`src/hdl/lhp_pkg.sv`:
```
// shared codes, constants and record types for the link/ip/transport header parser
package lhp_pkg;

    typedef enum logic [1:0] {
        LINK_COOKED   = 2'd0,
        LINK_ETHERNET = 2'd1,
        LINK_RAW_IPV4 = 2'd2,
        LINK_RAW_IPV6 = 2'd3
    } link_kind_t;

    typedef enum logic [1:0] {
        ST_OK        = 2'd0,
        ST_TOO_SHORT = 2'd1,
        ST_NOT_IP    = 2'd2,
        ST_NOT_L4    = 2'd3
    } status_t;

    typedef enum logic [1:0] {
        KIND_STATUS = 2'd0,
        KIND_SRC    = 2'd1,
        KIND_DST    = 2'd2
    } kind_t;

    localparam logic [15:0] TYPE_IPV4 = 16'h0800;
    localparam logic [15:0] TYPE_IPV6 = 16'h86DD;
    localparam logic [7:0]  PROTO_TCP = 8'd6;
    localparam logic [7:0]  PROTO_UDP = 8'd17;

    localparam logic [7:0]  COOKED_HDR_LEN = 8'd16;
    localparam logic [7:0]  ETH_HDR_LEN    = 8'd14;
    localparam logic [7:0]  IPV6_HDR_LEN   = 8'd40;
    localparam logic [7:0]  UDP_HDR_LEN    = 8'd8;
    localparam logic [15:0] COUNT_MAX      = 16'hffff;

    // everything needed to replay one frame's result items
    typedef struct packed {
        status_t            status;
        logic               v6;
        logic [7:0]         proto;
        logic [15:0]        sport;
        logic [15:0]        dport;
        logic [7:0]         pay;
        logic [3:0][31:0]   src;
        logic [3:0][31:0]   dst;
    } frame_rec_t;

endpackage

```
`src/hdl/link_ip_transport_header_parser.sv`:
```
// link/ip/transport header parser: byte stream in, status and address items out
// latency: the status item is offered the cycle after the frame's last byte is accepted
// throughput: one byte per cycle; one item per unstalled cycle (1, 3 or 9 per frame)
// a final byte is stalled only while the previous frame's items are still draining
// header tracking is a single pass over the byte counter and per-frame registers
// reset clears all frame state and the result queue; link_kind resets to ethernet
module link_ip_transport_header_parser (
    input  logic        clk,
    input  logic        rst_n,
    input  logic        cfg_write_en,
    input  logic [1:0]  cfg_write_data,
    input  logic        in_valid,
    output logic        in_stall,
    input  logic [7:0]  data_byte,
    input  logic        frame_end,
    output logic        out_valid,
    input  logic        out_stall,
    output logic [1:0]  kind,
    output logic [1:0]  word_index,
    output logic [1:0]  status,
    output logic        ip_version,
    output logic [7:0]  proto_num,
    output logic [15:0] source_port,
    output logic [15:0] dst_port,
    output logic [7:0]  pay_offset,
    output logic [31:0] addr_word,
    output logic        last_result
);

    logic [1:0]        link_kind_reg;
    logic [15:0]       byte_count_reg, byte_count_next;
    logic [15:0]       net_type_reg, net_type_next;
    logic [7:0]        net_start_reg, net_start_next;
    logic [7:0]        transport_start_reg, transport_start_next;
    logic [7:0]        payload_start_reg, payload_start_next;
    logic [7:0]        next_proto_reg, next_proto_next;
    logic [15:0]       port_src_reg, port_src_next;
    logic [15:0]       port_dst_reg, port_dst_next;
    logic [3:0][31:0]  src_words_reg, src_words_next;
    logic [3:0][31:0]  dst_words_reg, dst_words_next;

    lhp_pkg::frame_rec_t snap_reg, snap_next;
    logic              busy_reg, busy_next;
    logic [3:0]        seq_reg, seq_next;

    logic              in_acc, out_acc, first;
    logic [15:0]       p, rel, tr, v6_src_rel, v6_dst_rel;
    logic [16:0]       len;
    logic              is_ip, v6_now;
    logic [7:0]        pay;
    lhp_pkg::status_t  st;
    logic [3:0]        n_words, addr_seq, dst_seq;
    logic [1:0]        idx;

    assign p       = byte_count_reg;
    assign first   = (byte_count_reg == 16'd0);
    assign out_acc = busy_reg && !out_stall;
    // a final byte waits until the queued frame has handed over its last item
    assign in_stall = frame_end && busy_reg && !(out_acc && last_result);
    assign in_acc   = in_valid && !in_stall;

    always_comb
    begin
        net_start_next       = first ? 8'd0 : net_start_reg;
        net_type_next        = first ? 16'd0 : net_type_reg;
        transport_start_next = first ? 8'd0 : transport_start_reg;
        payload_start_next   = first ? 8'd0 : payload_start_reg;
        next_proto_next      = first ? 8'd0 : next_proto_reg;
        port_src_next        = first ? 16'd0 : port_src_reg;
        port_dst_next        = first ? 16'd0 : port_dst_reg;
        src_words_next       = first ? '0 : src_words_reg;
        dst_words_next       = first ? '0 : dst_words_reg;
        tr                   = 16'd0;
        if (first)
        begin
            case (lhp_pkg::link_kind_t'(link_kind_reg))
                lhp_pkg::LINK_COOKED:   net_start_next = lhp_pkg::COOKED_HDR_LEN;
                lhp_pkg::LINK_ETHERNET: net_start_next = lhp_pkg::ETH_HDR_LEN;
                lhp_pkg::LINK_RAW_IPV4: net_type_next  = lhp_pkg::TYPE_IPV4;
                default:                net_type_next  = lhp_pkg::TYPE_IPV6;
            endcase
        end

        // ethertype sits in the two bytes just before the ip header
        if (net_start_next >= 8'd2 &&
            ({1'b0, p} + 17'd2 == {9'd0, net_start_next} ||
             {1'b0, p} + 17'd1 == {9'd0, net_start_next}))
            net_type_next = {net_type_next[7:0], data_byte};

        rel        = p - {8'd0, net_start_next};
        v6_src_rel = rel - 16'd8;
        v6_dst_rel = rel - 16'd24;
        is_ip = (net_type_next == lhp_pkg::TYPE_IPV4) || (net_type_next == lhp_pkg::TYPE_IPV6);

        if (p >= {8'd0, net_start_next} && is_ip)
        begin
            if (net_type_next == lhp_pkg::TYPE_IPV4)
            begin
                if (rel == 16'd0)
                    transport_start_next = net_start_next + {2'd0, data_byte[3:0], 2'd0};
                if (rel == 16'd9)
                    next_proto_next = data_byte;
                if (rel >= 16'd12 && rel < 16'd16)
                    src_words_next[0] = {src_words_next[0][23:0], data_byte};
                if (rel >= 16'd16 && rel < 16'd20)
                    dst_words_next[0] = {dst_words_next[0][23:0], data_byte};
            end
            else
            begin
                if (rel == 16'd0)
                    transport_start_next = net_start_next + lhp_pkg::IPV6_HDR_LEN;
                if (rel == 16'd6)
                    next_proto_next = data_byte;
                if (rel >= 16'd8 && rel < 16'd24)
                    src_words_next[v6_src_rel[3:2]] =
                        {src_words_next[v6_src_rel[3:2]][23:0], data_byte};
                if (rel >= 16'd24 && rel < 16'd40)
                    dst_words_next[v6_dst_rel[3:2]] =
                        {dst_words_next[v6_dst_rel[3:2]][23:0], data_byte};
            end
            tr = p - {8'd0, transport_start_next};
            if (p >= {8'd0, transport_start_next})
            begin
                if (tr < 16'd2)
                    port_src_next = {port_src_next[7:0], data_byte};
                else if (tr < 16'd4)
                    port_dst_next = {port_dst_next[7:0], data_byte};
                else if (tr == 16'd12)
                    payload_start_next = {2'd0, data_byte[7:4], 2'd0};
            end
        end

        if (frame_end)
            byte_count_next = 16'd0;
        else if (byte_count_reg < lhp_pkg::COUNT_MAX)
            byte_count_next = byte_count_reg + 16'd1;
        else
            byte_count_next = byte_count_reg;
    end

    // end-of-frame checks on the values that include the final byte
    assign len    = {1'b0, p} + 17'd1;
    assign v6_now = (net_type_next == lhp_pkg::TYPE_IPV6);
    assign pay    = transport_start_next +
                    ((next_proto_next == lhp_pkg::PROTO_UDP) ? lhp_pkg::UDP_HDR_LEN
                                                             : payload_start_next);

    always_comb
    begin
        if ({9'd0, net_start_next} >= len)
            st = lhp_pkg::ST_TOO_SHORT;
        else if (!is_ip)
            st = lhp_pkg::ST_NOT_IP;
        else if ({9'd0, transport_start_next} >= len)
            st = lhp_pkg::ST_TOO_SHORT;
        else if (next_proto_next != lhp_pkg::PROTO_UDP && next_proto_next != lhp_pkg::PROTO_TCP)
            st = lhp_pkg::ST_NOT_L4;
        else if ({9'd0, pay} >= len)
            st = lhp_pkg::ST_TOO_SHORT;
        else
            st = lhp_pkg::ST_OK;

        snap_next        = '0;
        snap_next.status = st;
        if (st == lhp_pkg::ST_OK)
        begin
            snap_next.v6    = v6_now;
            snap_next.proto = next_proto_next;
            snap_next.sport = port_src_next;
            snap_next.dport = port_dst_next;
            snap_next.pay   = pay;
            snap_next.src   = src_words_next;
            snap_next.dst   = dst_words_next;
        end
    end

    // result sequencing: status, then for an ok frame source words, then destination words
    assign n_words  = snap_reg.v6 ? 4'd4 : 4'd1;
    assign addr_seq = seq_reg - 4'd1;
    assign dst_seq  = addr_seq - n_words;

    always_comb
    begin
        kind        = lhp_pkg::KIND_STATUS;
        word_index  = 2'd0;
        status      = lhp_pkg::ST_OK;
        ip_version  = 1'b0;
        proto_num   = 8'd0;
        source_port = 16'd0;
        dst_port    = 16'd0;
        pay_offset  = 8'd0;
        addr_word   = 32'd0;
        last_result = 1'b0;
        idx         = 2'd0;
        if (seq_reg == 4'd0)
        begin
            status      = snap_reg.status;
            ip_version  = snap_reg.v6;
            proto_num   = snap_reg.proto;
            source_port = snap_reg.sport;
            dst_port    = snap_reg.dport;
            pay_offset  = snap_reg.pay;
            last_result = (snap_reg.status != lhp_pkg::ST_OK);
        end
        else if (seq_reg <= n_words)
        begin
            idx        = addr_seq[1:0];
            kind       = lhp_pkg::KIND_SRC;
            word_index = idx;
            addr_word  = snap_reg.src[idx];
        end
        else
        begin
            idx         = dst_seq[1:0];
            kind        = lhp_pkg::KIND_DST;
            word_index  = idx;
            addr_word   = snap_reg.dst[idx];
            last_result = (seq_reg == {n_words[2:0], 1'b0});
        end
    end

    assign out_valid = busy_reg;

    always_comb
    begin
        busy_next = busy_reg;
        seq_next  = seq_reg;
        if (out_acc)
        begin
            seq_next = seq_reg + 4'd1;
            if (last_result)
                busy_next = 1'b0;
        end
        if (in_acc && frame_end)
        begin
            busy_next = 1'b1;
            seq_next  = 4'd0;
        end
    end

    always_ff @(posedge clk or negedge rst_n)
    begin
        if (!rst_n)
        begin
            link_kind_reg       <= lhp_pkg::LINK_ETHERNET;
            byte_count_reg      <= 16'd0;
            net_type_reg        <= 16'd0;
            net_start_reg       <= 8'd0;
            transport_start_reg <= 8'd0;
            payload_start_reg   <= 8'd0;
            next_proto_reg      <= 8'd0;
            port_src_reg        <= 16'd0;
            port_dst_reg        <= 16'd0;
            src_words_reg       <= '0;
            dst_words_reg       <= '0;
            busy_reg            <= 1'b0;
            seq_reg             <= 4'd0;
        end
        else
        begin
            if (cfg_write_en)
                link_kind_reg <= cfg_write_data;
            if (in_acc)
            begin
                byte_count_reg      <= byte_count_next;
                net_type_reg        <= net_type_next;
                net_start_reg       <= net_start_next;
                transport_start_reg <= transport_start_next;
                payload_start_reg   <= payload_start_next;
                next_proto_reg      <= next_proto_next;
                port_src_reg        <= port_src_next;
                port_dst_reg        <= port_dst_next;
                src_words_reg       <= src_words_next;
                dst_words_reg       <= dst_words_next;
            end
            busy_reg <= busy_next;
            seq_reg  <= seq_next;
        end
    end

    always_ff @(posedge clk)
    begin
        if (in_acc && frame_end)
            snap_reg <= snap_next;
    end

    // a queued frame keeps offering items until its last one is taken
    a_hold_until_last: assert property (@(posedge clk) disable iff (!rst_n)
        (out_valid && !last_result) |=> out_valid)
        else $error("result queue dropped before last item");

    // stall only guards a final byte against a busy queue
    a_stall_cause: assert property (@(posedge clk) disable iff (!rst_n)
        in_stall |-> (frame_end && busy_reg))
        else $error("input stalled without cause");

    // sequence never runs past nine items
    a_seq_bound: assert property (@(posedge clk) disable iff (!rst_n)
        busy_reg |-> (seq_reg <= 4'd8))
        else $error("result sequence out of range");

    // a failed frame yields only its status item
    a_fail_single: assert property (@(posedge clk) disable iff (!rst_n)
        (out_valid && seq_reg == 4'd0 && status != lhp_pkg::ST_OK) |-> last_result)
        else $error("failed frame not closed by status item");

    // taking a non-final item advances to the next one
    a_seq_step: assert property (@(posedge clk) disable iff (!rst_n)
        (out_acc && !last_result) |=> (seq_reg == $past(seq_reg) + 4'd1))
        else $error("result sequence did not advance");

endmodule
```
`config.mk`:
```
export PLATFORM = sky130hd
export DESIGN_NAME = link_ip_transport_header_parser
export DESIGN_NICKNAME = d
export VERILOG_FILES = /design/src/hdl/lhp_pkg.sv /design/src/hdl/link_ip_transport_header_parser.sv
export SDC_FILE = /design/constraint.sdc
export NUM_CORES = 2
export LEC_CHECK = 0
export BUFFER_PORTS_ARGS = -buffer_cell sky130_fd_sc_hd__buf_4
export CORE_ASPECT_RATIO = 0.6
export CORE_MARGIN = 2
export CORE_UTILIZATION = 35
export CTS_BUF_LIST = sky130_fd_sc_hd__clkbuf_8 sky130_fd_sc_hd__clkbuf_16
export CTS_CLUSTER_DIAMETER = 200
export CTS_CLUSTER_SIZE = 16
export DETAILED_ROUTE_END_ITERATION = 7
export PLACE_DENSITY = 0.5
export SYNTH_ARGS = -nofsm -noshare
export SYNTH_HDL_FRONTEND = slang
export SYNTH_SLANG_ARGS = --single-unit
```
`constraint.sdc`:
```
create_clock -name clk -period 42.2 [get_ports clk]
set_input_delay 4.22 -clock clk [delete_from_list [all_inputs] [get_ports clk]]
set_output_delay 4.22 -clock clk [all_outputs]
set_load 0.05 [all_outputs]
```
==> flow_summary.json <==
{
  "rsz0062_at_grt": "no",
  "ys_ff_latch": 666,
  "hold_slack_ps": 483,
  "tns_ps": 0,
  "max_slew_margin_pct": 11.2,
  "grt_pass1_vias": 26700,
  "r2r_end": "snap_reg[1]",
  "avgRoutedWirePerCell_um": 27.5,
  "drv_slew": 0,
  "drt_iter0_drc": 3453,
  "dr_total_vias": 27900,
  "layout.cells.non_filler": 4637,
  "r2r_setup_slack_ps": 27710,
  "grt_max_degree": 186,
  "cts_sinks": 666,
  "gp_congestion": 0.941,
  "ys_seq_area_share_pct": 52.0,
  "cts_tree": "yes",
  "critPathKind": "flip-flop to flip-flop",
  "endpoint": "snap_reg[1]",
  "synth-edff-count": 307,
  "setup_viol": 0,
  "top_layer": "met5",
  "worstSetupStartpoint": "byte_count_reg[0]",
  "root_buffer": "clkbuf_16",
  "p_per_area_nw_per_um2": 68.7,
  "cts_resized": 0,
  "hold_violations": 0,
  "path_clk_slew_ps": 100,
  "drive_gt1_share_pct": 12.9,
  "crit_path_frequent_cell": "ha_1",
  "synth_area_leaders": "edfxtp_1, dfrtp_1, a22o_1, mux4_2, nand2_1",
  "core_sq_um": 98800,
  "reg2reg_depth": 49,
  "slowest_delay_ps": 820,
  "die_w_um": 412,
  "synth_top_cell_by_area": "edfxtp_1",
  "dieArea_sq_um": 103000,
  "multiInputGateArea_sq_um": 15900,
  "rows": 89,
  "vdd_ir_drop_max_uv": 62.2,
  "wl_met2_um": 50400,
  "regArea_sq_um": 18200,
  "critPathMaxFanout": 62,
  "die_y_um": 249,
  "wl_met3_um": 12800,
  "cp_data_arrival_time_ps": 14950,
  "post-route-drc-count": 0,
  "yosysWarnings": 0,
  "netlist_area_sq_um": 35000,
  "first_pass_iters": 6,
  "route.layer.met1.wl_um": 61900,
  "via_per_inst": 6.03,
  "cp.required_ps": 42650,
  "fin_util_pct": 39.2,
  "period_needed_ps": 14490,
  "dp_cells": 4551,
  "leakagePower_nw": 14.4,
  "grt_overflow_total": 0,
  "port_buffers": 105,
  "insertion_delay_ps": 640,
  "cts_buffers": 47,
  "cts_buffer_depth": 3,
  "grt_pass1_wl_um": 189000,
  "fin_worst_skew_ps": 33.2,
  "dp_hpwl_um": 79000,
  "syn_to_final_growth_pct": 10.4,
  "boundaryPins": 106,
  "routed_wirelength_um": 127000,
  "start_util_pct": 35.5,
  "ys_async_sr_fraction_pct": 53.9,
  "h-tree-depth": 2,
  "cp_slowest_cell": "a211oi_1",
  "largest_reg_flops": 307,
  "max_cap_viol_count": 0,
  "fmax_mhz": 69.0,
  "period_share_pct": 34.3,
  "r2r-start": "byte_count_reg[0]",
  "status": "finished clean",
  "cp-start-kind": "flip-flop",
  "netlist.area_leader.share_pct": 26.3,
  "synthFlopType": "dfrtp_1",
  "antenna_cells": 0,
  "grt_antenna_before_repair": 7,
  "track_usage_pct": 24.4,
  "cts_hold_buf": 0,
  "critPathCaptureType": "flip-flop",
  "nNetsFinal": 3359,
  "cts_setup_buffers": 0,
  "postSynthCellCount": 3308,
  "n_fill_cell": 9551,
  "ant_nets": 0,
  "synth.avg_cell_area_sq_um": 10.6,
  "hold_class": "flip-flop to flip-flop",
  "synth.distinct_cells": 91,
  "worst_pin_slew_ps": 1330
}
## Yosys cell counts (10+ instances only)
library cell and n:
nand2_1 608, dfrtp_1 358, a21oi_1 347, edfxtp_1 307, a22o_1 287, clkbuf_1 207
nor2_1 138, o21ai_0 133, nand3_1 128, mux4_2 109, and2_1 66, ha_1 58
inv_1 47, buf_2 39, a21o_1 31, xnor2_1 29, mux2i_1 26, nor3_1 26
and3_1 25, nand4_1 25, a31oi_1 22, nor4_1 18, a22oi_1 17, nand2b_1 16
o21ai_1 16, a211oi_1 15, and4_1 13, mux2_2 13, nor2b_1 13, or2_2 11
buf_1 10
## logic make-up after synthesis
kind of cell / after synthesis / share of synthesized area, %
buffers and inverters: 306 / 3.48
flip-flops: 666 / 52.0
AND/OR/NAND/NOR: 1135 / 14.9
multiplexers: 149 / 8.21
adder cells (fa/ha/maj): 63 / 2.33
other: 1 / 0.0107
XOR/XNOR: 38 / 0.950
AO/OA/AOI/OAI: 950 / 18.1
## worst max-delay path: cells and delay by family, from the launching register on
kind | cells | cell delay, ps
compound gates | 21 | 5480
simple gates | 15 | 4210
buf+inv | 7 | 2110
fa+ha+maj | 5 | 1450
mux | 1 | 510
flops | 1 | 490
## routing by layer
metal,vias to the layer above,global-route usage [%]
li1,12200,-
met1,14300,39.4
met2,1320,32.4
met3,131,6.08
met4,2,4.67
met5,-,0
## where the power goes
group	total, mW	internal (mW)	leakage (nW)	switching [mW]
Sequential	0.749	0.722	7.94	0.0275
Clock	0.453	0.204	0.793	0.248
Combinational	1.45	0.417	5.65	1.04
Total	2.66	1.34	14.4	1.31
## cell type report
| class | count | share of cell area [%] |
|---|---|---|
| multi-input combinational | 2339 | 41.1 |
| timing repair buffer | 180 | 3.61 |
| inverter | 47 | 0.456 |
| clock buffer | 47 | 3.04 |
| tap | 1319 | 4.27 |
| clock inverter | 39 | 0.505 |
| sequential | 666 | 47.1 |
## how the worst min path moves through the flow
stage               slack, ps  cells after the start           endpoint         startpoint
floorplan                 440                      2  src_words_reg[31]  src_words_reg[31]
CTS                       480                      2  src_words_reg[31]  src_words_reg[31]
finish                    480                      2  src_words_reg[31]  src_words_reg[31]
global placement          460                      2  src_words_reg[31]  src_words_reg[31]
global route              510                      2  dst_words_reg[26]  dst_words_reg[26]
detailed placement        460                      2  src_words_reg[31]  src_words_reg[31]
## per-stage QoR
stage / worst slack [ps] / area, sq um / total power [mW]
global route: 26630 / 38700 / 2.74
floorplan: 23360 / 35000 / 1.66
finish: 27710 / 38700 / 2.66
detailed placement: 27890 / 37300 / 2.19
global placement: 28390 / 37300 / 2.20
CTS: 27810 / 38700 / 2.64
## layout by cell type (no fill, tap or decap), types with 47 or more instances in the layout
| cell type | count |
|---|---|
| nand2_1 | 607 |
| dfrtp_1 | 357 |
| a21oi_1 | 343 |
| edfxtp_1 | 307 |
| a22o_1 | 287 |
| buf_4 | 176 |
| o21ai_0 | 133 |
| nor2_1 | 128 |
| nand3_1 | 123 |
| mux4_2 | 109 |
| inv_1 | 82 |
| and2_1 | 65 |
| ha_1 | 56 |
| clkbuf_16 | 47 |
(Power assumes the default switching activity.)
